[src/design/ssp_div.sv]
// Pipelined restoring divider: one quotient bit per register stage.
module ssp_div #(
  parameter int QW = 32,
  parameter int DW = 32,
  parameter int SW = 1
) (
  input  logic          clk,
  input  logic          rst,
  input  logic          en,
  input  logic          in_vld,
  input  logic [DW-1:0] in_rem,
  input  logic [QW-1:0] in_lo,
  input  logic [DW-1:0] in_dvs,
  input  logic [SW-1:0] in_side,
  output logic          out_vld,
  output logic [QW-1:0] out_q,
  output logic [SW-1:0] out_side
);

  logic          vld  [QW];
  logic [DW-1:0] rem  [QW];
  logic [QW-1:0] lo   [QW];
  logic [DW-1:0] dvs  [QW];
  logic [SW-1:0] side [QW];

  for (genvar k = 0; k < QW; k++) begin : g_step
    logic          v_i;
    logic [DW-1:0] r_i;
    logic [DW-1:0] d_i;
    logic [QW-1:0] l_i;
    logic [SW-1:0] s_i;
    logic [DW:0]   t;
    logic          ge;

    if (k == 0) begin : g_src
      assign v_i = in_vld;
      assign r_i = in_rem;
      assign d_i = in_dvs;
      assign l_i = in_lo;
      assign s_i = in_side;
    end else begin : g_src
      assign v_i = vld[k-1];
      assign r_i = rem[k-1];
      assign d_i = dvs[k-1];
      assign l_i = lo[k-1];
      assign s_i = side[k-1];
    end

    // shift in the next dividend bit, subtract when it fits
    assign t  = {r_i, l_i[QW-1]};
    assign ge = (t >= {1'b0, d_i});

    always_ff @(posedge clk) begin
      if (rst) begin
        vld[k] <= 1'b0;
      end else if (en) begin
        vld[k] <= v_i;
      end
    end

    always_ff @(posedge clk) begin
      if (en) begin
        rem[k]  <= ge ? DW'(t - {1'b0, d_i}) : t[DW-1:0];
        lo[k]   <= {l_i[QW-2:0], ge};
        dvs[k]  <= d_i;
        side[k] <= s_i;
      end
    end
  end

  assign out_vld  = vld[QW-1];
  assign out_q    = lo[QW-1];
  assign out_side = side[QW-1];

endmodule

[config.mk]
export PLATFORM = sky130hd
export DESIGN_NAME = ssp_div
export DESIGN_NICKNAME = d
export VERILOG_FILES = /design/src/design/ssp_div.sv
export SDC_FILE = /design/constraint.sdc
export NUM_CORES = 2
export LEC_CHECK = 0
export BUFFER_PORTS_ARGS = -buffer_cell sky130_fd_sc_hd__buf_2
export CORE_ASPECT_RATIO = 1.25
export CORE_UTILIZATION = 45
export DETAILED_ROUTE_END_ITERATION = 12
export GPL_TIMING_DRIVEN = 0
export PLACE_DENSITY = 0.56
export SETUP_SLACK_MARGIN = 0.3
export SLEW_MARGIN = 20
export SYNTH_ARGS = -nofsm -noshare
export SYNTH_HDL_FRONTEND = slang
export SYNTH_SLANG_ARGS = --single-unit
[constraint.sdc]
create_clock -name clk -period 5 [get_ports clk]
set_clock_uncertainty 0.15 [all_clocks]
set_input_delay 0.75 -clock clk [delete_from_list [all_inputs] [get_ports clk]]
set_output_delay 0.75 -clock clk [all_outputs]
set_load 0.02 [all_outputs]
== After elaboration in Yosys (flattened, before gate mapping) ==
Memories as Yosys holds them, arrays and structs flattened.
Cells that the tools add are included.

* Flip-flop bits (word level): 0
* Memory bits (writable): 3136
* Input bits: 101
* Output and inout port bits: 34
* Logic and storage cells: 171
* Memories: 5

* Add/sub/neg operators: 32
* $lt $le $gt $ge: 32
* Multiplexer cells: 70
* Bitwise operators: 32

{| class="wikitable"
|+ Memories
! name !! words !! width !! read ports !! clocked after Yosys merged registers in !! write ports !! RTL line !! text
|-
| dvs || 32 || 32 || 31 || 0 || 32 || 23 || <nowiki>logic [DW-1:0] dvs [QW];</nowiki>
|-
| lo || 32 || 32 || 32 || 0 || 32 || 22 || <nowiki>logic [QW-1:0] lo [QW];</nowiki>
|-
| rem || 32 || 32 || 31 || 0 || 32 || 21 || <nowiki>logic [DW-1:0] rem [QW];</nowiki>
|-
| side || 32 || 1 || 32 || 0 || 32 || 24 || <nowiki>logic [SW-1:0] side [QW];</nowiki>
|-
| vld || 32 || 1 || 32 || 0 || 32 || 20 || <nowiki>logic vld [QW];</nowiki>
|}

{| class="wikitable"
|+ Operator list
! cell !! number
|-
| 33-bit by 32-bit >= comparator with 1-bit output || 32
|-
| 32-bit two-way mux || 32
|-
| 32-bit subtractor || 32
|-
| 1-bit two-way mux || 38
|-
| 1-bit bitwise OR || 32
|}

== Depth between registers and ports, before layout ==
* Word-level depth: 4
* Depth in mapped cells: 15
* Mapped depth without buffers: 13

== Worst setup path after synthesis ==
OpenSTA, ideal clock, no wires.

* Kind: in2reg
* Start point: in in_dvs[6]
* End point: mem rem[0][10] (data pin)
* Library setup time: 260 ps
* Arrival: 3332 ps
* Data required time: 4590 ps
* Setup slack: 1258 ps
* Stages: 14
* Buffers on the path: 2
* Path through: inv_1 > ha_1 > a21o_1 > a21oi_1 > o22ai_1 > nor3_1 > a21oi_4 > a41oi_4 > a211oi_2 > o31ai_2 > a22o_1 > buf_6 > buf_6 > mux2_4

{| class="wikitable"
|+ RTL lines
! item !! RTL line !! text
|-
| start: declaration || 13 || <nowiki>input logic [DW-1:0] in_dvs,</nowiki>
|-
| end: declaration || 21 ||
|}

==> impl_metrics.yaml <==
worst_setup_path:
  endpoint_kind: "flop"
  crit_path_start_kind: "flop"
  crit_arrival_ns: 5.07
  cp_slowest_cell: "a2111oi_0"
  crit_required_ns: 5.51
  crit_chain: "inv_1, ha_1, nor2b_1, o21a_1, o21ai_0, a2111oi_0, a311o_1, o221ai_1, o21ai_0, a41oi_1, xnor2_1, mux2_2"
  cp_max_fo: 3
  rrSetupSlack_ns: 0.44
  crit_top_cell: "o21ai_0"
  crit_path_max_incr_delay_ns: 0.74
  path_class: "reg -> reg"
  path_delay_family: "compound AO/OA/AOI/OAI gates"
  crit_buf_inv: 1
timing:
  setup_ws_ns: 0.444
  maxSlewViolCount: 0
  fmax_mhz: 219
  rsz0062_at_grt: "false"
  setup_viol: 0
  finalHoldViolations: 0
  tightest_slew_ns: 1.18
  layout_worst_path_cycle_share_pct: 91.1
  slew_headroom_pct: 20.6
  layout_min_cycle_time_ns: 4.56
clocking:
  cts_tree: "built"
  clockBufferDepth: 4
  clkLatencyLatePin_ns: 0.94
  cts_num_sinks: 3072
  cts_max_level: 5
  numCtsBuffers: 326
  cts-root-buf: "clkbuf_16"
  path_clk_slew_ns: 0.06
floorplan:
  die_h_um: 665
  rows: 243
  die_width_um: 533
  core_um2: 350000
  ios: 135
  start_util_pct: 45.2
  die_area_um2: 354000
grt:
  grt.overflow.total: 0
  groute.usage.overall_pct: 22.1
  grt_pass1_wl_mm: 604
  grt_pass1_vias: 100000
  grt_max_degree: 149
  antenna_found_initial: 9
routing:
  routedWlPerCell_um: 21.8
  post_drt_via_cell_ratio: 5.45
  drc: 8
  drt_iter0_drc: 6248
  vias: 99900
  first_pass_iters: 12
  ant_nets: 0
  wl_mm: 400
synth:
  synth.distinct_cells: 107
  synth.area.top_cells: "edfxtp_1, ha_1, mux2_2"
  synthDominantCellAreaShare_pct: 58.2
  async_flop_share_pct: 0
  synth_most_common_cell: "edfxtp_1"
  synth_common_cells: "edfxtp_1, inv_1, a21oi_1"
  synth_edf_count: 3072
  synthFlopType: "edfxtp_1"
  synth_top_area_cell: "edfxtp_1"
  synth_fp_nets: 14000
  yosys_warnings: 0
  syn_area_per_cell_um2: 12.4
  synth_seq_area_share_pct: 58.2
  netlist_area_um2: 158000
  synth-seq-cells: 3072
  synthCells: 12800
placement:
  post-dp-hpwl_mm: 304
  pre_cts_ws_ns: -1.55
  io_buffers: 134
  place_congestion: 0.885
  placed_cell_area_um2: 166000
finish:
  drive_above_1_share_pct: 10.1
  fin_nets: 14600
  n_fill_cell: 30700
  multi_input_area_um2: 60100
  area_delta_synth_final_pct: 12.1
  seq_area_um2: 92200
  final_area_um2: 178000
  final_core_util_pct: 50.7
min_path:
  hold_path.class: "in -> reg"
pwr:
  total_power_mw: 117
  powerDensity_nw_per_um2: 659
  leakagePower_nw: 71.0
  vdd_drop_max_v: 0.000380
job:
  max-cap-violations: 0
status:
  violations: "DRC"
  outcome: "finished with violations"
[through the flow]
step | hold WS [ns] | TNS (ns) | instances
5_1_grt | 0.0713 | 0 | 18300
4_1_cts | 0.00531 | 0 | 18300
3_5_place_dp | 0.255 | -594.93 | 17600
2_1_floorplan | 0.250 | 0 | 12800
3_3_place_gp | 0.250 | - | 17600
6_report | 0.0912 | 0 | 18300
[where the power goes]
group / internal [mW] / leakage, nW / total (mW) / switching [mW]
clock network: 14.0 / 5.19 / 24.5 / 10.5
registers: 37.0 / 30.0 / 41.0 / 3.94
logic: 21.9 / 35.7 / 51.5 / 29.6
[per-layer routing]
metal | part of all wire [%] | global-route usage [%]
met1 | 40 | 26.1
met3 | 3.3 | 2.49
met2 | 53 | 41.2
met4 | 3.5 | 7.66
met5 | 0 | 0
[cell type report]
cell class,instances,share of cell area (%)
tap,4655,3.28
sequential,3072,52.0
timing repair buffer,260,1.41
inverter,1289,2.73
clock inverter,211,1.34
multi-input combinational,8183,33.8
buffer,276,0.730
clock buffer,377,4.71
antenna,10,0.0141
[timing repair]
item | 4_1_cts | 5_1_grt
buffers inserted | 0 | 0
cloned | 5 | 3
pin swaps | 0 | 0
hold buffers | 95 | 0
endpoints found under the setup margin | 376 | 335
resized for setup | 5 | 22
endpoints found under the hold margin | 95 | 0
[worst register-to-register path, cell delays in order, from the launching register on]
cell,delay [ns]
edfxtp_1,0.72
inv_1,0.14
ha_1,0.25
nor2b_1,0.12
o21a_1,0.16
o21ai_0,0.13
a2111oi_0,0.74
a311o_1,0.35
o221ai_1,0.25
o21ai_0,0.60
a41oi_1,0.24
xnor2_1,0.16
mux2_2,0.27
[logic make-up after synthesis]
group | after synthesis | synth area share, %
AND/OR/NAND/NOR | 2522 | 7.64
XOR/XNOR | 842 | 4.66
adder cells (fa/ha/maj) | 1055 | 8.48
flip-flops | 3072 | 58.2
multiplexers | 610 | 4.35
buffers and inverters | 1565 | 3.87
AO/OA/AOI/OAI | 3154 | 12.8
[flip-flops by register name, indices dropped and copies added, names as in the netlist]
| name | flops |
|---|---|
| lo | 1024 |
| vld | 32 |
| dvs | 992 |
| rem | 992 |
| side | 32 |
[cell usage in the layout (no fill, tap or decap), types with 35 or more instances in the layout]
| master | n |
|---|---|
| nand4_1 | 159 |
| nor2_1 | 707 |
| buf_2 | 198 |
| o211ai_1 | 44 |
| or3_1 | 37 |
| nor3_1 | 158 |
| dlygate4sd3_1 | 95 |
| o21bai_1 | 114 |
| clkbuf_1 | 217 |
| o31ai_1 | 63 |
| nor4_1 | 37 |
| a21o_1 | 556 |
| inv_1 | 1287 |
| nand2b_1 | 108 |
| nand3_1 | 210 |
| mux2i_1 | 63 |
| mux2_1 | 44 |
| nor2b_1 | 159 |
| clkinv_2 | 51 |
| a21oi_1 | 1072 |
| bufinv_16 | 36 |
| ha_1 | 1024 |
| clkbuf_16 | 330 |
| a31oi_1 | 103 |
| o21ai_0 | 546 |
| xnor2_1 | 513 |
| mux2_2 | 477 |
| clkinv_1 | 55 |
| xor2_1 | 329 |
| o31a_1 | 35 |
| or2_2 | 36 |
| edfxtp_1 | 3072 |
| o21a_1 | 137 |
| and2_1 | 81 |
| nand2_1 | 650 |
| and3_1 | 83 |
| a211oi_1 | 88 |
[worst paths after layout]
path	start	to	depth (start not counted)
worst min register to register	lo[5][87]	lo[5][120]	0
worst max register to register	lo[6][95]	rem[1][383]	12
worst max-delay path	lo[6][95]	rem[1][383]	12
worst min-delay path	in_rem[0]	rem[0][1]	3
Power figures use the tool's default switching activity.
